==> config.mk <==
export PLATFORM = sky130hd
export DESIGN_NAME = twb_queue
export DESIGN_NICKNAME = d
export VERILOG_FILES = /design/src/rtl/twb_pkg.sv /design/src/rtl/twb_queue.sv
export SDC_FILE = /design/constraint.sdc
export NUM_CORES = 1
export LEC_CHECK = 0
export BUFFER_PORTS_ARGS = -buffer_cell sky130_fd_sc_hd__buf_4
export CORE_MARGIN = 2
export CORE_UTILIZATION = 31
export CTS_CLUSTER_DIAMETER = 40
export DETAILED_ROUTE_END_ITERATION = 8
export SYNTH_ARGS = -nofsm -noshare
export SYNTH_HDL_FRONTEND = slang
export SYNTH_SLANG_ARGS = --single-unit
==> constraint.sdc <==
create_clock -name i_clk -period 8.4 [get_ports i_clk]
set_clock_uncertainty 0.1 [all_clocks]
set_input_delay 1.26 -clock i_clk [delete_from_list [all_inputs] [get_ports i_clk]]
set_output_delay 1.26 -clock i_clk [all_outputs]
set_load 0.1 [all_outputs]
==> src/rtl/twb_pkg.sv <==
// Shared types, widths and codes of the threshold window blur.
package twb_pkg;

    localparam int CHANNEL_BITS   = 16;
    localparam int DEF_MAX_WIDTH  = 1024;
    localparam int DEF_MAX_RADIUS = 8;

    localparam int WID_W   = 11;
    localparam int HGT_W   = 13;
    localparam int RAD_W   = 4;
    localparam int STEP_W  = 3;
    localparam int THR_W   = 18;
    localparam int RING_W  = 5;
    localparam int COL_W   = 12;
    localparam int ROW_W   = 14;
    localparam int LIN_W   = 27;
    localparam int POS_W   = 16;
    localparam int CNT_W   = 10;
    localparam int SUM_W   = CHANNEL_BITS + CNT_W;
    localparam int DIST_W  = 18;
    localparam int MAX_SAMPLES = 900;

    localparam int CFG_IDX_W  = 3;
    localparam int CFG_DATA_W = 18;
    localparam int QUEUE_DEPTH = 2;

    localparam logic [CHANNEL_BITS-1:0] ONE_FIX = CHANNEL_BITS'(4096);
    localparam logic REQ_DRAIN = 1'b1;

    typedef enum logic [CFG_IDX_W-1:0] {
        CFG_WIDTH  = 3'd0,
        CFG_HEIGHT = 3'd1,
        CFG_RADIUS = 3'd2,
        CFG_STEP   = 3'd3,
        CFG_THRESH = 3'd4
    } t_cfg_idx;

    typedef struct packed {
        logic                    req_type;
        logic [CHANNEL_BITS-1:0] color_red;
        logic [CHANNEL_BITS-1:0] color_green;
        logic [CHANNEL_BITS-1:0] color_blue;
        logic [CHANNEL_BITS-1:0] color_alpha;
        logic [CHANNEL_BITS-1:0] guide_red;
        logic [CHANNEL_BITS-1:0] guide_green;
        logic [CHANNEL_BITS-1:0] guide_blue;
    } t_twb_in;

    typedef struct packed {
        logic [CHANNEL_BITS-1:0] out_red;
        logic [CHANNEL_BITS-1:0] out_green;
        logic [CHANNEL_BITS-1:0] out_blue;
        logic [CHANNEL_BITS-1:0] out_alpha;
        logic                    frame_end;
    } t_twb_out;

    // effective (clamped) configuration
    typedef struct packed {
        logic [WID_W-1:0]  width;
        logic [HGT_W-1:0]  height;
        logic [RAD_W-1:0]  radius;
        logic [STEP_W-1:0] step;
        logic [RING_W-1:0] ring_rows;
        logic [THR_W-1:0]  threshold;
    } t_twb_cfg;

    typedef struct packed {
        logic                      do_write;
        logic                      do_filter;
        logic                      frame_end;
        logic [RING_W-1:0]         wr_ring;
        logic [COL_W-1:0]          wr_col;
        logic [4*CHANNEL_BITS-1:0] color;
        logic [3*CHANNEL_BITS-1:0] guide;
        logic [COL_W-1:0]          out_col;
        logic [ROW_W-1:0]          out_row;
        logic [RING_W-1:0]         out_ring;
    } t_twb_job;

    typedef enum logic [3:0] {
        F_IDLE, F_MUL, F_CHK, F_MOD_IN, F_ADV, F_MUL2, F_DEC, F_MOD_OUT, F_PUSH
    } t_front_state;

    typedef enum logic [3:0] {
        B_IDLE, B_WRITE, B_CENTER, B_CWAIT, B_SCAN, B_DRAIN, B_LOAD, B_DIV, B_OUT
    } t_back_state;

endpackage

==> src/rtl/twb_queue.sv <==
// Short job queue between the classifying front and the filtering back.
module twb_queue import twb_pkg::*; (
    input  logic     i_clk,
    input  logic     i_rst_n,
    input  logic     i_push,
    input  t_twb_job i_job,
    output logic     o_full,
    input  logic     i_pop,
    output logic     o_valid,
    output t_twb_job o_job
);
    localparam int PTR_W = (QUEUE_DEPTH > 1) ? $clog2(QUEUE_DEPTH) : 1;
    localparam int CNT_QW = $clog2(QUEUE_DEPTH + 1);

    t_twb_job            r_mem [QUEUE_DEPTH];
    logic [PTR_W-1:0]    r_wp, r_rp;
    logic [CNT_QW-1:0]   r_count;

    assign o_full  = (r_count == CNT_QW'(QUEUE_DEPTH));
    assign o_valid = (r_count != '0);
    assign o_job   = r_mem[r_rp];

    always_ff @(posedge i_clk) begin
        if (i_push) begin
            r_mem[r_wp] <= i_job;
        end
    end

    always_ff @(posedge i_clk) begin
        if (!i_rst_n) begin
            r_wp    <= '0;
            r_rp    <= '0;
            r_count <= '0;
        end else begin
            if (i_push) begin
                r_wp <= (r_wp == PTR_W'(QUEUE_DEPTH - 1)) ? '0 : r_wp + 1'b1;
            end
            if (i_pop) begin
                r_rp <= (r_rp == PTR_W'(QUEUE_DEPTH - 1)) ? '0 : r_rp + 1'b1;
            end
            case ({i_push, i_pop})
                2'b10:   r_count <= r_count + 1'b1;
                2'b01:   r_count <= r_count - 1'b1;
                default: r_count <= r_count;
            endcase
        end
    end

    a_no_overflow: assert property (@(posedge i_clk) disable iff (!i_rst_n)
        i_push |-> !o_full || i_pop) else $error("job queue overflow");
    a_no_underflow: assert property (@(posedge i_clk) disable iff (!i_rst_n)
        i_pop |-> o_valid) else $error("job queue underflow");
    a_count_range: assert property (@(posedge i_clk) disable iff (!i_rst_n)
        r_count <= CNT_QW'(QUEUE_DEPTH)) else $error("job queue count out of range");

endmodule

* Word level (Yosys, flattened, before mapping)
Memories as Yosys holds them, arrays and structs flattened. A register that Yosys moved wholly into a read port is not among the register bits. Cells that the tools add are included.
Operators by class: add/subtract/negate cells 4, eq/ne operators 3, multiplexer cells 7, reductions and logical operators 2
Operators by type and width (number):
- 2-to-1 mux 1 bit | 6
- equality test 2 bit (second input constant) | 2
- one-hot mux 2 bit (2 select lines) | 1
- nonzero test 2 bit | 2
- adder 1 bit (second input constant) | 2
- adder 2 x 1 -> 2 bit (second input constant) | 1
- equality test 2 x 1 -> 1 bit (second input constant) | 1
- subtractor 2 x 1 -> 2 bit (second input constant) | 1
Word-level totals: bits in registers 4, RAM bits 326, input bits 167, output and inout bits 165, logic and storage cells 20, memories kept 1
Memory list:
- r_mem | depth 2, width 163, rd ports 1, clocked after Yosys merged registers in 1, write ports 1, line twb_queue.sv:15 | t_twb_job r_mem [QUEUE_DEPTH];

* Longest topological paths before layout
Gate-level depths: netlist of run 1.
depth in word-level cells 4, gate-level depth with buffers 5, gate-level depth less buffers 5

* Least setup slack after synthesis of run 1
OpenSTA, ideal clock, no wires.
path kind input to register, start point input port i_push, end point memory r_mem[0][0] in the netlist's numbering, enable pin, library setup time 0.694 ns, arrival 8.173 ns, required time 7.606 ns, slack -0.567 ns, cell stages on the path 2, buffers on the path 0, cells stage by stage inv_1 > nor2_1
Between the ends: word-level cells in the longest chain between the ends 2
RTL lines:
- start, declared | line twb_queue.sv:5 | input logic i_push,
- 2-to-1 mux 1 bit | line twb_queue.sv:24 | if (i_push) begin
- 2-to-1 mux 1 bit (not written as such) | line twb_queue.sv:25 | r_mem[r_wp] <= i_job;
- end, declared | line twb_queue.sv:15
Every way passes these cells.

==> results of run 1 <==
## layout by cell type (no fill, tap or decap), types with 2 or more instances in the layout
cell type,instances
clkinvlp_4,6
inv_8,3
xnor2_1,2
clkinv_2,4
clkinv_4,3
clkbuf_16,49
clkbuf_1,4
inv_6,3
mux2_2,93
bufinv_16,10
mux2_4,70
edfxtp_1,326
clkinv_1,4
buf_4,337
and2_1,3
dfxtp_1,4
## metal layers
layer  up-vias  global-route usage  routed length [µm]
met5         -                   0                   0
met4         0             0.04223                 598
met3        39             0.05554                2501
met2       231              0.1896               11980
met1      3040              0.1360               10000
li1       2858                   -                   -
## cell type report
| type | instances | area, µm² |
|---|---|---|
| Clock buffer | 53 | 1241 |
| Clock inverter | 34 | 483.0 |
| Fill cell | 3443 | 21810 |
| Inverter | 1 | 3.754 |
| Multi-Input combinational cell | 179 | 2222 |
| Sequential cell | 331 | 9893 |
| Tap cell | 518 | 648.1 |
| Timing Repair Buffer | 337 | 2530 |
## worst min path at each step
stage	slack, ns	end	from	depth (start not counted)
after floorplan	0.36	r_count[1]$_SDFFE_PN0P_	r_count[1]$_SDFFE_PN0P_	2
after global placement	0.38	r_count[1]$_SDFFE_PN0P_	r_count[1]$_SDFFE_PN0P_	2
after detailed placement	0.40	r_count[1]$_SDFFE_PN0P_	r_count[1]$_SDFFE_PN0P_	2
after CTS	0.41	r_count[1]$_SDFFE_PN0P_	r_count[1]$_SDFFE_PN0P_	2
after global routing	0.47	r_count[1]$_SDFFE_PN0P_	r_count[1]$_SDFFE_PN0P_	2
final	0.40	r_count[1]$_SDFFE_PN0P_	r_count[1]$_SDFFE_PN0P_	2
## state kept, by name (all words and copies together), names as in the netlist, named ones only
| name | cells |
|---|---|
| r_mem | 326 |
| r_count | 2 |
| r_rp | 1 |
| r_wp | 1 |
## cells by family after synthesis
kind of cell | count (synthesis)
AOI/OAI and AO/OA | 3
xor gates and xnor gates | 3
DFF | 331
muxes | 163
and+or+nand+nor | 9
adders and majority gates | 1
buffers and inverters | 19
## worst reg2reg max path: cells and delay by family, from the launching register on
kind | cells | cell delay (ns)
buffers and inverters | 1 | 0.90
AND/OR/NAND/NOR | 1 | 0.54
flip-flops | 1 | 0.34
## power groups by stage
stage | sequential (µW) | clock (µW) | combinational, µW
floorplan | 1970 | 0 | 811
global placement | 1970 | 0 | 1020
detailed placement | 1980 | 0 | 1020
CTS | 1940 | 2170 | 1030
global route | 1950 | 2240 | 1050
finish | 1940 | 2120 | 1010
## through the flow
step                      worst slack [ns]  total power (µW)  area [µm²]  hold WS [ns]
after global placement               4.498              2994       15300        0.3802
final                                3.977              5073       17020        0.3995
after CTS                            3.898              5140       17020        0.4101
after global routing                 3.775              5238       17020        0.4678
after floorplan                      2.300              2781       12250        0.3614
after detailed placement             4.506              3000       15300        0.4037
==> impl_metrics.csv, run 1 <==
group,metric,value,unit
clocking,cts_sinks,331,
clocking,cts_root_buf,"clkbuf_16",
timing,min_period_over_period,0.5266,
worst_setup_path,worstSetupPathType,"reg -> out",
worst_setup_path,crit_buf_inv,2,
timing,setup_tns,0,ns
power_and_ir_drop,ir_drop,182.2,µV
timing,finalHoldViolations,0,
floorplan,ios,332,
logic_synthesis,synth_top_area_share,0.7990,
logic_synthesis,synth_seq_cells,331,
logic_synthesis,syn_inst,529,
worst_setup_path,cp_common_cell,"buf_4",
routing,drtAntennaViolNets,0,
worst_setup_path,path_cells,"buf_4 -> mux2_2 -> buf_4",
floorplan,die_h,202.8,µm
logic_synthesis,yosysWarnings,0,
logic_synthesis,dominantRegCellSynth,"edfxtp_1",
floorplan,die_area,41130,µm²
power_and_ir_drop,power_leakage,0.006476,µW
worst_setup_path,crit_path_end_kind,"output pin",
routing,wl_per_cell,17.26,µm
global_routing,track_usage,0.1172,
logic_synthesis,postSynth.asyncResetShare,0,
logic_synthesis,seq_area_frac_synth,0.8072,
finish,final_util,0.4384,
power_and_ir_drop,switching_share,0.2987,
placement,hpwlAfterDp,15980,µm
power_and_ir_drop,p_comb_frac,0.200,
clocking,clk_path_buf_depth,3,
logic_synthesis,yosysMostFrequentCell,"edfxtp_1",
logic_synthesis,synth-simple-area-share,0.004493,
timing,setup_viol,0,
routing,drt_iter0_drc,247,
placement,portBuffers,331,
outcome,run_status,"finished, final reports clean",
placement,place_congestion,0.7236,
routing,route.vias.total,6168,
placement,dp.cells,1366,
logic_synthesis,syn-num-nets,697,
clocking,cts_hold_buf,0,
worst_setup_path,path_delay_family,"buffers and inverters",
timing,fin_crit,4.423,ns
timing,report.final.slew_viol_count,0,
clocking,worstSkewPairLatency,0.54,ns
finish,drive_above_1_share,0.6235,
timing,relSlewSlack,0.2722,
logic_synthesis,synth_edf_count,326,
clocking,clk_pin_slew,0.05,ns
power_and_ir_drop,clockPowerShare,0.417,
clocking,cts_setup_buffers,0,
floorplan,start_util,0.3155,
logic_synthesis,synth_area,12250,µm²
hold_path,hp-class,"reg -> reg",
logic_synthesis,synth_common_cells,"326 x edfxtp_1, 93 x mux2_2, 70 x mux2_4",
routing,drt-total-wl,25080,µm
global_routing,grt_pass1_vias,6468,
logic_synthesis,synth_cell_types,19,
worst_setup_path,crit_fanout,55,
logic_synthesis,synth_compound_area_frac,0.001634,
worst_setup_path,critical_path.startpoint_type,"register",
floorplan,fp.dieW,202.8,µm
worst_setup_path,cp.depth,3,
logic_synthesis,synthMuxAreaShare,0.1713,
worst_setup_path,critical_path.endpoint,"o_job[26]",
routing,drtPass1Iterations,4,
worst_setup_path,slowest_stage,"dfxtp_4",
finish,nets,1065,
clocking,cts_tree,"yes",
power_and_ir_drop,p_switching,1515,µW
clocking,cts-resized-gates,0,
power_and_ir_drop,p_per_area,298.0,nW/µm²
global_routing,grt_max_degree,76,
worst_setup_path,required,7.04,ns
global_routing,antenna_found_initial,0,
clocking,cts_buffers,47,
logic_synthesis,synthAdderAreaFrac,0.001021,
run,cap_violations,0,
timing,tightest_slew,1.092,ns
global_routing,gr-total-overflow,0,
worst_setup_path,r2r_cells,2,
timing,fmax,226.1,MHz
finish,synthToLayoutAreaGrowth,38.93,%
floorplan,fp-row-count,72,
global_routing,grt_pass1_wl,36880,µm
logic_synthesis,yosys.area.top_type,"edfxtp_1",
worst_setup_path,cpPeakStageDelay,0.87,ns
worst_setup_path,r2r_end,"r_mem[0][83]$_DFFE_PP_",
finish,diodes,0,
logic_synthesis,synth_top_family_by_area,"multiplexers",
logic_synthesis,synth_xor_area_frac,0.002145,
routing,drc,0,
worst_setup_path,timing.rr.start,"r_wp$_SDFFE_PN0P_",
power_and_ir_drop,p_seq_frac,0.383,
worst_setup_path,worstPathArrival,3.06,ns
logic_synthesis,syn_avg_cell_area,23.16,µm²
clocking,h-tree-depth,2,
floorplan,fp.coreArea,38830,µm²
timing,rsz0062_at_grt,"no",
worst_setup_path,reg2reg_setup_slack,6.01,ns
finish,final_cells,1453,
logic_synthesis,netlist_top_cells_area,"edfxtp_1 80%, mux2_4 8.6%, mux2_2 8.5%",
power_and_ir_drop,p_int,3557,µW
routing,vias_per_cell,4.245,
Note: power is estimated with default switching activity, not from simulation.
==> run 2, diff against run 1 <==
Clock period 8.4 ns to 4.05 ns, I/O delays scaled along.
==> run 2 against run 1 <==
Total power grew 110%. Clock power grew 110%. Utilization grew 0.20 points. Hold slack lost 0.26 ns. Die area is the same. Sequential share of layout area shrank 0.26 points. Non-clock buffer count is the same. Worst setup slack lost 3.0 ns. Design area grew 0.46%.
==> impl_metrics.csv, run 2 (same netlist as run 1, synthesis figures left out) <==
group,metric,value,unit
clocking,h-tree-depth,2,
worst_setup_path,cp.depth,3,
timing,setup_tns,0,ns
power_and_ir_drop,p_int,7353,µW
power_and_ir_drop,p_comb_frac,0.202,
hold_path,hp-class,"in -> reg",
timing,fmax,326.6,MHz
finish,drive_above_1_share,0.6247,
worst_setup_path,slowest_stage,"dfxtp_4",
worst_setup_path,crit_fanout,53,
worst_setup_path,cpPeakStageDelay,0.69,ns
global_routing,gr-total-overflow,0,
timing,finalHoldViolations,0,
finish,regMostFlops,"r_mem",
timing,relSlewSlack,0.3159,
floorplan,start_util,0.3155,
clocking,cts-resized-gates,0,
power_and_ir_drop,p_switching,3184,µW
worst_setup_path,worstSetupPathType,"reg -> out",
worst_setup_path,required,3.34,ns
timing,holdWs,0.1367,ns
routing,drt_iter0_drc,251,
finish,reg_top3,"r_mem (326), r_count (2)",
floorplan,fp.dieW,202.8,µm
power_and_ir_drop,power_leakage,0.006511,µW
finish,synthToLayoutAreaGrowth,39.56,%
worst_setup_path,timing.rr.start,"r_wp$_SDFFE_PN0P_",
clocking,cts_hold_buf,0,
timing,fin_crit,3.062,ns
power_and_ir_drop,p_per_area,616.3,nW/µm²
placement,place_area,15360,µm²
worst_setup_path,r2r_cells,2,
finish,largest_reg_flops,326,
floorplan,die_area,41130,µm²
finish,fill_cells,3406,
finish,final_cell_area,17100,µm²
power_and_ir_drop,ir_drop,363.0,µV
finish,final_cell_mix,"332 x buf_4, 326 x edfxtp_1, 93 x mux2_2",
global_routing,track_usage,0.1193,
timing,rsz0062_at_grt,"no",
global_routing,grt_pass1_vias,6555,
worst_setup_path,reg2reg_setup_slack,2.23,ns
run,cap_violations,0,
timing,setup_viol,0,
clocking,worstSkewPairLatency,0.55,ns
placement,portBuffers,331,
floorplan,fp-row-count,72,
clocking,clk_pin_slew,0.05,ns
power_and_ir_drop,switching_share,0.3022,
worst_setup_path,r2r_end,"r_mem[0][116]$_DFFE_PP_",
finish,nets,1066,
clocking,cts_sinks,331,
routing,drtPass1Iterations,4,
finish,seqCellArea,9893,µm²
global_routing,grt_pass1_wl,37360,µm
clocking,clk_path_buf_depth,3,
routing,route.vias.total,6198,
worst_setup_path,crit_buf_inv,2,
floorplan,fp.coreArea,38830,µm²
timing,tightest_slew,1.026,ns
power_and_ir_drop,clockPowerShare,0.417,
worst_setup_path,path_cells,"buf_12 -> mux2_2 -> buf_4",
routing,wl_per_cell,17.37,µm
global_routing,grt_max_degree,164,
finish,final_util,0.4404,
routing,drt-total-wl,25330,µm
floorplan,ios,332,
global_routing,antenna_found_initial,2,
clocking,cts_tree,"yes",
routing,drtAntennaViolNets,0,
finish,multi_input_area,2222,µm²
clocking,cts_root_buf,"clkbuf_16",
worst_setup_path,worstPathArrival,2.35,ns
clocking,cts_setup_buffers,0,
worst_setup_path,critical_path.endpoint,"o_job[150]",
clocking,cts_buffers,48,
worst_setup_path,path_delay_family,"flip-flops",
placement,place_congestion,0.7272,
timing,min_period_over_period,0.7561,
placement,hpwlAfterDp,16230,µm
routing,vias_per_cell,4.251,
outcome,run_status,"finished, final reports clean",
worst_setup_path,crit_path_end_kind,"output pin",
floorplan,die_h,202.8,µm
routing,drc,0,
power_and_ir_drop,p_seq_frac,0.382,
timing,report.final.slew_viol_count,0,
finish,layout_commonest_cell,"buf_4",
worst_setup_path,critical_path.startpoint_type,"register",
## run 2: worst min path at each step
stage / from / to / cells after the start
finish: i_job[10] / r_mem[1][10]$_DFFE_PP_ / 1
global route: i_job[34] / r_mem[1][34]$_DFFE_PP_ / 1
CTS: i_job[2] / r_mem[1][2]$_DFFE_PP_ / 1
detailed placement: r_count[1]$_SDFFE_PN0P_ / r_count[1]$_SDFFE_PN0P_ / 2
global placement: r_count[1]$_SDFFE_PN0P_ / r_count[1]$_SDFFE_PN0P_ / 2
floorplan: r_count[1]$_SDFFE_PN0P_ / r_count[1]$_SDFFE_PN0P_ / 2
## run 2: area by class of cell
class,instances,area share
multi-input cells,179,0.1300
well taps,518,0.03790
clock inverters,36,0.02861
clock buffers,54,0.07281
repair buffers,337,0.1516
diodes,2,0.0002927
flip-flops and latches,331,0.5786
inverters,1,0.0002195
## run 2: worst register-to-register path, delay by kind of cell (launching register included)
kind	cells	cell delay, ns
flops	1	0.34
buf+inv	1	0.63
simple gates	1	0.14
## run 2: through the flow
| stage | total power (µW) | cells | worst slack [ns] |
|---|---|---|---|
| final | 10540 | 1458 | 0.9877 |
| after global routing | 10880 | 1458 | 0.8251 |
| after CTS | 10690 | 1456 | 0.8649 |
| after detailed placement | 6233 | 1366 | 1.482 |
| after global placement | 6220 | 1366 | 1.485 |
| after floorplan | 5755 | 529 | 0.4579 |
## run 2: power groups by stage
stage	registers (µW)	logic, µW	clock network, µW
3_5_place_dp	4090	2140	0
5_1_grt	4040	2190	4650
2_1_floorplan	4070	1680	0
3_3_place_gp	4090	2130	0
4_1_cts	4020	2140	4520
6_report	4020	2120	4390
## run 2: layer usage
layer,global-route usage,vias to the layer above,share of wire
met5,0,-,0
li1,-,2864,-
met1,0.1373,3067,0.39
met4,0.05422,0,0.028
met3,0.04671,49,0.084
met2,0.1967,218,0.49
