===== src/rtl/twb_pkg.sv =====
// Shared types, widths and codes of the threshold window blur.
package twb_pkg;

    localparam int CHANNEL_BITS   = 16;
    localparam int DEF_MAX_WIDTH  = 1024;
    localparam int DEF_MAX_RADIUS = 8;

    localparam int WID_W   = 11;
    localparam int HGT_W   = 13;
    localparam int RAD_W   = 4;
    localparam int STEP_W  = 3;
    localparam int THR_W   = 18;
    localparam int RING_W  = 5;
    localparam int COL_W   = 12;
    localparam int ROW_W   = 14;
    localparam int LIN_W   = 27;
    localparam int POS_W   = 16;
    localparam int CNT_W   = 10;
    localparam int SUM_W   = CHANNEL_BITS + CNT_W;
    localparam int DIST_W  = 18;
    localparam int MAX_SAMPLES = 900;

    localparam int CFG_IDX_W  = 3;
    localparam int CFG_DATA_W = 18;
    localparam int QUEUE_DEPTH = 2;

    localparam logic [CHANNEL_BITS-1:0] ONE_FIX = CHANNEL_BITS'(4096);
    localparam logic REQ_DRAIN = 1'b1;

    typedef enum logic [CFG_IDX_W-1:0] {
        CFG_WIDTH  = 3'd0,
        CFG_HEIGHT = 3'd1,
        CFG_RADIUS = 3'd2,
        CFG_STEP   = 3'd3,
        CFG_THRESH = 3'd4
    } t_cfg_idx;

    typedef struct packed {
        logic                    req_type;
        logic [CHANNEL_BITS-1:0] color_red;
        logic [CHANNEL_BITS-1:0] color_green;
        logic [CHANNEL_BITS-1:0] color_blue;
        logic [CHANNEL_BITS-1:0] color_alpha;
        logic [CHANNEL_BITS-1:0] guide_red;
        logic [CHANNEL_BITS-1:0] guide_green;
        logic [CHANNEL_BITS-1:0] guide_blue;
    } t_twb_in;

    typedef struct packed {
        logic [CHANNEL_BITS-1:0] out_red;
        logic [CHANNEL_BITS-1:0] out_green;
        logic [CHANNEL_BITS-1:0] out_blue;
        logic [CHANNEL_BITS-1:0] out_alpha;
        logic                    frame_end;
    } t_twb_out;

    // effective (clamped) configuration
    typedef struct packed {
        logic [WID_W-1:0]  width;
        logic [HGT_W-1:0]  height;
        logic [RAD_W-1:0]  radius;
        logic [STEP_W-1:0] step;
        logic [RING_W-1:0] ring_rows;
        logic [THR_W-1:0]  threshold;
    } t_twb_cfg;

    typedef struct packed {
        logic                      do_write;
        logic                      do_filter;
        logic                      frame_end;
        logic [RING_W-1:0]         wr_ring;
        logic [COL_W-1:0]          wr_col;
        logic [4*CHANNEL_BITS-1:0] color;
        logic [3*CHANNEL_BITS-1:0] guide;
        logic [COL_W-1:0]          out_col;
        logic [ROW_W-1:0]          out_row;
        logic [RING_W-1:0]         out_ring;
    } t_twb_job;

    typedef enum logic [3:0] {
        F_IDLE, F_MUL, F_CHK, F_MOD_IN, F_ADV, F_MUL2, F_DEC, F_MOD_OUT, F_PUSH
    } t_front_state;

    typedef enum logic [3:0] {
        B_IDLE, B_WRITE, B_CENTER, B_CWAIT, B_SCAN, B_DRAIN, B_LOAD, B_DIV, B_OUT
    } t_back_state;

endpackage


===== src/rtl/twb_front.sv =====
// Front: accepts items, tracks raster positions and queues store and filter jobs.
module twb_front import twb_pkg::*; (
    input  logic     i_clk,
    input  logic     i_rst_n,
    input  t_twb_cfg i_cfg,
    input  logic     i_in_valid,
    input  t_twb_in  i_in_data,
    output logic     o_in_stall,
    output logic     o_push,
    output t_twb_job o_job,
    input  logic     i_full
);
    t_front_state r_state, n_state;
    t_twb_in      r_item;
    logic [COL_W-1:0]  r_icol, r_ocol, r_job_ocol;
    logic [ROW_W-1:0]  r_irow, r_orow, r_job_orow;
    logic [LIN_W-1:0]  r_in_lin, r_out_lin, r_total, r_lag;
    logic              r_wr, r_emit, r_fend;
    logic [RING_W-1:0] r_wr_ring, r_out_ring;
    logic [COL_W-1:0]  r_wr_col;
    logic [ROW_W-1:0]  r_mod_val;
    logic [RING_W-1:0] r_mod_rem;
    logic [3:0]        r_mod_cnt;

    logic [COL_W-1:0]  w_col;
    logic [LIN_W-1:0]  w_lin;
    logic [RAD_W-1:0]  rm1;
    logic [RING_W:0]   mod_t;
    logic [RING_W-1:0] mod_next;
    logic              take;

    assign w_col = COL_W'(i_cfg.width);
    assign w_lin = LIN_W'(i_cfg.width);
    assign rm1   = i_cfg.radius - 1'b1;
    assign take  = (r_state == F_IDLE) && i_in_valid;

    // one remainder bit per cycle
    assign mod_t    = {r_mod_rem, r_mod_val[ROW_W-1]};
    assign mod_next = (mod_t >= {1'b0, i_cfg.ring_rows}) ?
                      RING_W'(mod_t - {1'b0, i_cfg.ring_rows}) : RING_W'(mod_t);

    always_comb begin
        n_state = r_state;
        unique case (r_state)
            F_IDLE:    if (i_in_valid) n_state = F_MUL;
            F_MUL:     n_state = F_CHK;
            F_CHK: begin
                if (r_in_lin < r_total) begin
                    n_state = (r_item.req_type == REQ_DRAIN) ? F_IDLE : F_MOD_IN;
                end else begin
                    n_state = F_ADV;
                end
            end
            F_MOD_IN:  if (r_mod_cnt == '0) n_state = F_ADV;
            F_ADV:     n_state = F_MUL2;
            F_MUL2:    n_state = F_DEC;
            F_DEC: begin
                if ((r_ocol >= w_col) || (r_out_lin >= r_total)
                    || (r_in_lin <= r_out_lin + r_lag)) begin
                    n_state = r_wr ? F_PUSH : F_IDLE;
                end else begin
                    n_state = F_MOD_OUT;
                end
            end
            F_MOD_OUT: if (r_mod_cnt == '0) n_state = F_PUSH;
            F_PUSH:    if (!i_full) n_state = F_IDLE;
            default:   n_state = F_IDLE;
        endcase
    end

    always_comb begin
        o_in_stall = (r_state != F_IDLE);
        o_push     = (r_state == F_PUSH) && !i_full;
        o_job.do_write  = r_wr;
        o_job.do_filter = r_emit;
        o_job.frame_end = r_fend;
        o_job.wr_ring   = r_wr_ring;
        o_job.wr_col    = r_wr_col;
        o_job.color     = {r_item.color_red, r_item.color_green,
                           r_item.color_blue, r_item.color_alpha};
        o_job.guide     = {r_item.guide_red, r_item.guide_green, r_item.guide_blue};
        o_job.out_col   = r_job_ocol;
        o_job.out_row   = r_job_orow;
        o_job.out_ring  = r_out_ring;
    end

    always_ff @(posedge i_clk) begin
        if (!i_rst_n) begin
            r_state <= F_IDLE;
            r_icol  <= '0;
            r_irow  <= '0;
            r_ocol  <= '0;
            r_orow  <= '0;
            r_wr    <= 1'b0;
            r_emit  <= 1'b0;
            r_fend  <= 1'b0;
        end else begin
            r_state <= n_state;
            case (r_state)
                F_CHK: begin
                    r_wr <= (r_in_lin < r_total);
                    r_wr_col  <= (r_icol < w_col) ? r_icol : '0;
                end
                F_ADV: begin
                    if (r_icol + 1'b1 >= w_col) begin
                        r_icol <= '0;
                        r_irow <= r_irow + 1'b1;
                    end else begin
                        r_icol <= r_icol + 1'b1;
                    end
                end
                F_DEC: begin
                    r_emit <= 1'b0;
                    r_fend <= 1'b0;
                    r_job_ocol <= r_ocol;
                    r_job_orow <= r_orow;
                    if ((r_ocol >= w_col) || (r_out_lin >= r_total)) begin
                        r_icol <= '0;
                        r_irow <= '0;
                        r_ocol <= '0;
                        r_orow <= '0;
                    end else if (r_in_lin > r_out_lin + r_lag) begin
                        r_emit <= 1'b1;
                        r_fend <= (r_out_lin + 1'b1 >= r_total);
                    end
                end
                F_MOD_OUT: begin
                    if (r_mod_cnt == '0) begin
                        if (r_fend) begin
                            r_icol <= '0;
                            r_irow <= '0;
                            r_ocol <= '0;
                            r_orow <= '0;
                        end else if (r_ocol + 1'b1 >= w_col) begin
                            r_ocol <= '0;
                            r_orow <= r_orow + 1'b1;
                        end else begin
                            r_ocol <= r_ocol + 1'b1;
                        end
                    end
                end
                default: ;
            endcase
        end
    end

    // payload and arithmetic registers
    always_ff @(posedge i_clk) begin
        if (take) begin
            r_item <= i_in_data;
        end
        case (r_state)
            F_MUL: begin
                r_in_lin <= LIN_W'(LIN_W'(r_irow) * w_lin) + LIN_W'(r_icol);
                r_total  <= LIN_W'(LIN_W'(i_cfg.height) * w_lin);
                r_lag    <= LIN_W'(LIN_W'(rm1) * w_lin)
                            + ((LIN_W'(rm1) < w_lin - 1'b1) ? LIN_W'(rm1) : w_lin - 1'b1);
            end
            F_CHK: begin
                r_mod_val <= r_irow;
                r_mod_rem <= '0;
                r_mod_cnt <= 4'(ROW_W - 1);
            end
            F_MUL2: begin
                r_in_lin  <= LIN_W'(LIN_W'(r_irow) * w_lin) + LIN_W'(r_icol);
                r_out_lin <= LIN_W'(LIN_W'(r_orow) * w_lin) + LIN_W'(r_ocol);
            end
            F_DEC: begin
                r_mod_val <= r_orow;
                r_mod_rem <= '0;
                r_mod_cnt <= 4'(ROW_W - 1);
            end
            F_MOD_IN, F_MOD_OUT: begin
                r_mod_rem <= mod_next;
                r_mod_val <= {r_mod_val[ROW_W-2:0], 1'b0};
                r_mod_cnt <= r_mod_cnt - 1'b1;
                if (r_mod_cnt == '0) begin
                    if (r_state == F_MOD_IN) begin
                        r_wr_ring <= mod_next;
                    end else begin
                        r_out_ring <= mod_next;
                    end
                end
            end
            default: ;
        endcase
    end

endmodule


===== config.mk =====
export PLATFORM = sky130hd
export DESIGN_NAME = twb_front
export DESIGN_NICKNAME = d
export VERILOG_FILES = /design/src/rtl/twb_pkg.sv /design/src/rtl/twb_front.sv
export SDC_FILE = /design/constraint.sdc
export NUM_CORES = 2
export LEC_CHECK = 0
export BUFFER_PORTS_ARGS = -buffer_cell sky130_fd_sc_hd__buf_2
export CAP_MARGIN = 30
export CORE_ASPECT_RATIO = 1.4
export CORE_MARGIN = 3
export CORE_UTILIZATION = 40
export DETAILED_ROUTE_END_ITERATION = 8
export MAX_ROUTING_LAYER = met4
export SLEW_MARGIN = 20
export SYNTH_ARGS = -nofsm -noshare
export SYNTH_HDL_FRONTEND = slang
export SYNTH_SLANG_ARGS = --single-unit

===== constraint.sdc =====
create_clock -name i_clk -period 10.8 [get_ports i_clk]
set_input_delay 1.62 -clock i_clk [delete_from_list [all_inputs] [get_ports i_clk]]
set_output_delay 1.62 -clock i_clk [all_outputs]
set_load 0.01 [all_outputs]

Word level (Yosys, flattened, before mapping). Index checks and enable logic that the tools add are counted.

Register bits after elaboration: 351. Input port bits: 171. Bits in read-only memories: 0. Bits in writable memories: 0. Memories: 0. Word-level logic and storage cells: 133. Latch bits: 0.

Add/sub/neg operators: 13. Order comparisons: 11. Muxes and demuxes: 36. Shifts and indexed selects: 0. Reductions and logical operators: 24. Multiply operators: 4. Div/mod/pow operators: 0. Equality and inequality tests: 16. Bitwise logic cells: 1.

Operators with widths (number): 14-bit two-way mux (7); 12-bit two-way mux (7); 14-bit case mux with 3 select lines (2); 27-bit greater-or-equal comparator (2); 25-bit by 12-bit adder with 26-bit output (2); 14-bit by 11-bit multiplier with 25-bit output (2); 12-bit by 11-bit greater-or-equal comparator with 1-bit output (3); 12-bit case mux with 3 select lines (1); 4-bit case mux with 9 select lines (1); 14-bit by 1-bit adder with 14-bit output (second input constant) (2); 14-bit case mux with 2 select lines (1); 15-bit by 27-bit adder with 27-bit output (1); 27-bit by 1-bit adder with 27-bit output (second input constant) (1); 27-bit adder (1); 27-bit > comparator (1); 27-bit less-or-equal comparator (1); 27-bit < comparator (1); 4-bit by 27-bit < comparator with 1-bit output (1); 27-bit two-way mux (1); 12-bit by 1-bit adder with 12-bit output (second input constant) (2); 13-bit by 11-bit multiplier with 24-bit output (1); 4-bit two-way mux (6); 12-bit case mux with 2 select lines (1); 4-bit by 3-bit == test with 1-bit output (second input constant) (4); other kinds (30) (53).

Logic depth before layout (Yosys ltp).
Word-level depth: 6. Mapped depth: 23.

Worst setup path after synthesis. Ideal clock, no wire load.

Path kind: input port to flip-flop. From: input i_cfg[45] (netlist bit). To: register r_total[23], data pin. Data arrival time: 6931 ps. Stages on the path: 22. Data required time: 10541 ps. Setup slack: 3610 ps. Buffers on the path: 3. Path through: clkbuf_1 -> clkbuf_1 -> nand2_1 -> fa_1 -> inv_1 -> fa_1 -> inv_1 -> fa_1 -> inv_1 -> fa_1 -> fa_1 -> ha_1 -> clkbuf_1 -> a21oi_1 -> o21ai_0 -> a41o_1 -> o41ai_2 -> o21ai_1 -> o41a_1 -> a211oi_2 -> a21oi_1 -> xnor2_1.

Word-level cells in the longest chain between the ends: 1.

Ends and longest elaborated chain: start: declaration (line twb_front.sv:5) `input t_twb_cfg i_cfg,`; 13-bit by 11-bit multiplier with 24-bit output (line twb_front.sv:155) `r_total <= LIN_W'(LIN_W'(i_cfg.height) * w_lin);`; end signal: assignment (line twb_front.sv:155); end: declaration (line twb_front.sv:17) `logic [LIN_W-1:0] r_in_lin, r_out_lin, r_total, r_lag;`.

No other way between the ends. A chain may end at the register's enable or synchronous reset.

Worst setup path in the final report. Ends and elaborated chain as after synthesis.

==> flow_results.org <==
** Synthesis
- Cell area after technology mapping :: 35600 sq um
- Async set or reset register ratio after synthesis :: 0%
- Dominant register cell in the synthesized netlist :: sky130_fd_sc_hd__edfxtp_1
- By area the synthesized netlist is led by sky130_fd_sc_hd__edfxtp_1 (24%), sky130_fd_sc_hd__fa_1 (21%), sky130_fd_sc_hd__ha_1 (14%).
- Share of the synthesized area in the top cell type :: 24.2%
- Number of flops mapped to enable cells by yosys :: 287
- Mean instance size in the synthesized netlist :: 9.69 sq um
- Sequential elements use 27.5% of the synthesized area.
- Yosys reg bits :: 346
- Instance count of the mapped netlist :: 3673
- Synthesis Warnings :: 0
- Summed over all instances, the cell type with the most area after synthesis is sky130_fd_sc_hd__edfxtp_1.
- The number of different library cells used by synthesis comes to 86.

** Timing
- Clock skew on the completed layout was measured at 0.0316 ns.
- Counting I/O delays and the setup requirement, the final critical path takes 7.41 ns.
- Number of hold violations in the final report :: 0
- Fmax :: 135 MHz
- Fin. max-slew vios :: 0
- At the pin with the least slew margin, the transition time is 0.954 ns.
- Max_slew headroom :: 34.8%
- Once routing completed, OpenROAD measured the worst setup slack at 3.39 ns.
- Setup violations remaining at the end of the flow were counted as 0.
- Summed over all failing endpoints, the final setup total negative slack is 0 ns.
- Setup repair after global routing left no endpoint under its margin.
- Of the available clock period, the critical path in the final layout requires 68.6%.

** Clock network
- TritonCTS built the clock tree.
- The clock tree synthesis step divided the H-tree into 2 levels.
- The tree built by TritonCTS fans out to 346 sinks.
- Root buffer cell :: sky130_fd_sc_hd__clkbuf_16
- The number of clock buffers added by TritonCTS is 38.
- For the worst-skew pair, the clock arrives at the later sink with an insertion delay of 0.59 ns.
- The number of setup buffers added after CTS is 0.
- Gates resized, CTS repair :: 0
- Clock tree buffer depth :: 3
- Hold-fix buffers at CTS :: 0
- Clock-pin slew was measured on the worst setup and hold paths at 0.07 ns.

** Global routing
- Met1 track demand over resource :: 23.2%
- The first global-routing pass estimated 147000 um of wire.
- Global routing consumed, over all layers together, 21.0% of the routing resources.
- The number of global-route vias before repair came to 25819.
- Entering global routing, the biggest net connects 76 pins.
- GRT overflow :: 0
- After global routing, the most crowded layer is met2.
- The number of antenna violations at the first check in global routing was 10.
- GR Layer Usage met3 :: 2.93%
- Fraction of met2 tracks used by global routing :: 37.1%

** Final layout
- Number of fillers in the final layout :: 8436
- Commonest non-fill, non-tap cells in the layout :: sky130_fd_sc_hd__inv_1 (597), sky130_fd_sc_hd__nand2_1 (412), sky130_fd_sc_hd__ha_1 (407), sky130_fd_sc_hd__fa_1 (370), sky130_fd_sc_hd__buf_2 (314)
- The final layout contains 4787 nets.
- Leaving out fill and tap cells, the most frequent cell in the layout is sky130_fd_sc_hd__inv_1.
- From synthesis to final layout, the design area changed by 9.20%.
- In the final layout, the multi-input gates occupy 22200 sq um.
- The finished cells cover 38900 sq um.
- Registers take 9800 sq um.
- Share of final-layout standard cells stronger than drive strength 1 :: 11.3%

** Floorplan
- Initial Utilization :: 40.6%
- Die outline area :: 92600 sq um
- Measured along the y axis, the die boundary spans 359 um.
- The total area inside the core boundary comes to 87600 sq um.
- Die Width :: 258 um
- For this design the top-level I/O count stands at 336.
- The floorplan has 128 rows.

** Power and ir drop
- Ratio of total power to cell area :: 142 nW/um^2
- Largest vdd supply drop :: 0.157 mV
- Leak :: 0.0185 uW

** Place
- In this run the cell area measured after placement is 37600 sq um.
- Hpwl dp :: 75000 um
- The congestion estimate from routability-driven global placement came to 0.869.
- Before CTS, the worst setup slack after placement is 2.77 ns.
- The count of buffers added on input and output ports is 314.

** Drt
- Detailed Route WL :: 94700 um
- Post-detailed-route via-to-cell ratio :: 5.12
- For this block, the initial DRC count from the detailed router was 1662.
- After detailed routing, the average wire length per cell comes to 18.8 um.
- For this run, the detailed router's first-pass iteration total came to 5.
- Number of antenna-violating nets in the routed design :: 0
- In the routed design, unresolved DRC markers number 0.
- Across all layers, the routed design uses 25837 vias.

** Critical path
- Flop-to-flop setup slack :: 4.43 ns
- Startpoint of the worst register-to-register path :: r_orow[3]
- Worst-path fanout max :: 28
- Origin of the worst setup path :: i_cfg[45]
- Startpoint types :: input port
- Critical path endpoint category :: flip-flop
- Start-to-end type of the worst setup path :: in -> reg
- STA puts the critical path data required time at 11.12 ns.
- Arrival time at the worst endpoint :: 7.73 ns

** Job
- Max Cap Viol :: 0

** Worst hold path
- Worst min-delay path startpoint :: r_icol[10]
- The min-delay analysis places its worst path in the category reg -> reg.

** Status
- The run finished with clean final reports.
-- power by group --
group	internal (uW)	leakage (uW)	switching, uW
Sequential	1750	0.00322	82.9
Clock	706	0.000580	582
Combinational	1000	0.0147	1400
Total	3460	0.0185	2060
-- cell type report --
| cell class | count | area share (%) |
|---|---|---|
| diodes | 8 | 0.0515 |
| flip-flops and latches | 346 | 25.2 |
| multi-input cells | 2500 | 57.3 |
| clock buffers | 44 | 2.61 |
| repair buffers | 348 | 4.77 |
| clock inverters | 24 | 0.470 |
| inverters | 605 | 5.84 |
| well taps | 1170 | 3.77 |
-- cells in the mapped netlist (79+ instances only) --
| cell | count |
|---|---|
| sky130_fd_sc_hd__buf_4 | 115 |
| sky130_fd_sc_hd__edfxtp_1 | 287 |
| sky130_fd_sc_hd__and2_1 | 168 |
| sky130_fd_sc_hd__inv_1 | 597 |
| sky130_fd_sc_hd__xnor2_1 | 113 |
| sky130_fd_sc_hd__fa_1 | 370 |
| sky130_fd_sc_hd__o21ai_0 | 79 |
| sky130_fd_sc_hd__nor2_1 | 201 |
| sky130_fd_sc_hd__clkbuf_1 | 115 |
| sky130_fd_sc_hd__a21oi_1 | 135 |
| sky130_fd_sc_hd__nand2_1 | 412 |
| sky130_fd_sc_hd__ha_1 | 407 |
-- sequential cells by signal (all words and copies together), names as in the netlist --
signal	flops
r_wr	1
r_wr_ring	5
r_mod_rem	5
r_out_lin	26
r_ocol	12
r_in_lin	26
r_out_ring	5
r_orow	14
r_job_orow	14
r_icol	12
r_mod_cnt	4
r_fend	1
r_mod_val	14
o_job	112
r_emit	1
r_total	24
r_lag	27
r_state	4
r_wr_col	12
r_job_ocol	12
r_irow	14
r_item	1
-- metrics by stage --
step | power (uW) | instances | utilization [%] | hold WS (ns)
6_report | 5520 | 5045 | 44.4 | 0.515
5_1_grt | 6000 | 5045 | 44.4 | 0.556
4_1_cts | 5590 | 5034 | 44.3 | 0.504
3_5_place_dp | 4260 | 4966 | 42.9 | 0.495
3_3_place_gp | 4230 | 4963 | 42.9 | 0.490
2_1_floorplan | 3730 | 3692 | - | 0.406
-- worst max-delay path: stages --
cell and delay [ns]:
sky130_fd_sc_hd__buf_2 0.56, sky130_fd_sc_hd__buf_4 0.42, sky130_fd_sc_hd__nand2_1 0.13, sky130_fd_sc_hd__fa_1 0.54
sky130_fd_sc_hd__inv_1 0.05, sky130_fd_sc_hd__fa_1 0.50, sky130_fd_sc_hd__inv_1 0.05, sky130_fd_sc_hd__fa_1 0.53
sky130_fd_sc_hd__inv_1 0.05, sky130_fd_sc_hd__fa_1 0.49, sky130_fd_sc_hd__fa_1 0.42, sky130_fd_sc_hd__ha_1 0.38
sky130_fd_sc_hd__a21oi_1 0.15, sky130_fd_sc_hd__o21ai_0 0.08, sky130_fd_sc_hd__a41o_1 0.24, sky130_fd_sc_hd__o41ai_2 0.37
sky130_fd_sc_hd__o21ai_1 0.22, sky130_fd_sc_hd__o41a_1 0.38, sky130_fd_sc_hd__a211oi_2 0.26, sky130_fd_sc_hd__a21oi_1 0.12
sky130_fd_sc_hd__xnor2_1 0.13
-- routing by layer --
layer,vias up,wire length (um)
li1,12215,-
met4,0,5320
met3,190,5020
met5,-,0
met2,727,48600
met1,12705,35800
-- path summary, 6_finish.rpt --
check                   to  cells after the start
min             r_icol[10]                      2
max            r_total[23]                     21
max reg2reg  r_out_lin[20]                     19
min reg2reg     r_icol[10]                      2
-- kinds of logic (layout without fill, tap and decap cells) --
kind of cell    count (synthesis)  in the layout  share of synthesized area, %
compound gates                443            443                          8.21
xor+xnor                      147            147                          3.62
fa+ha+maj                     777            777                          35.1
buf+inv                       846           1021                          10.2
flops                         346            346                          27.5
mux                             9              9                         0.260
other cells                     2             29                        0.0211
simple gates                 1103           1103                          15.0
No activity file was read; power rests on OpenSTA's default activity.
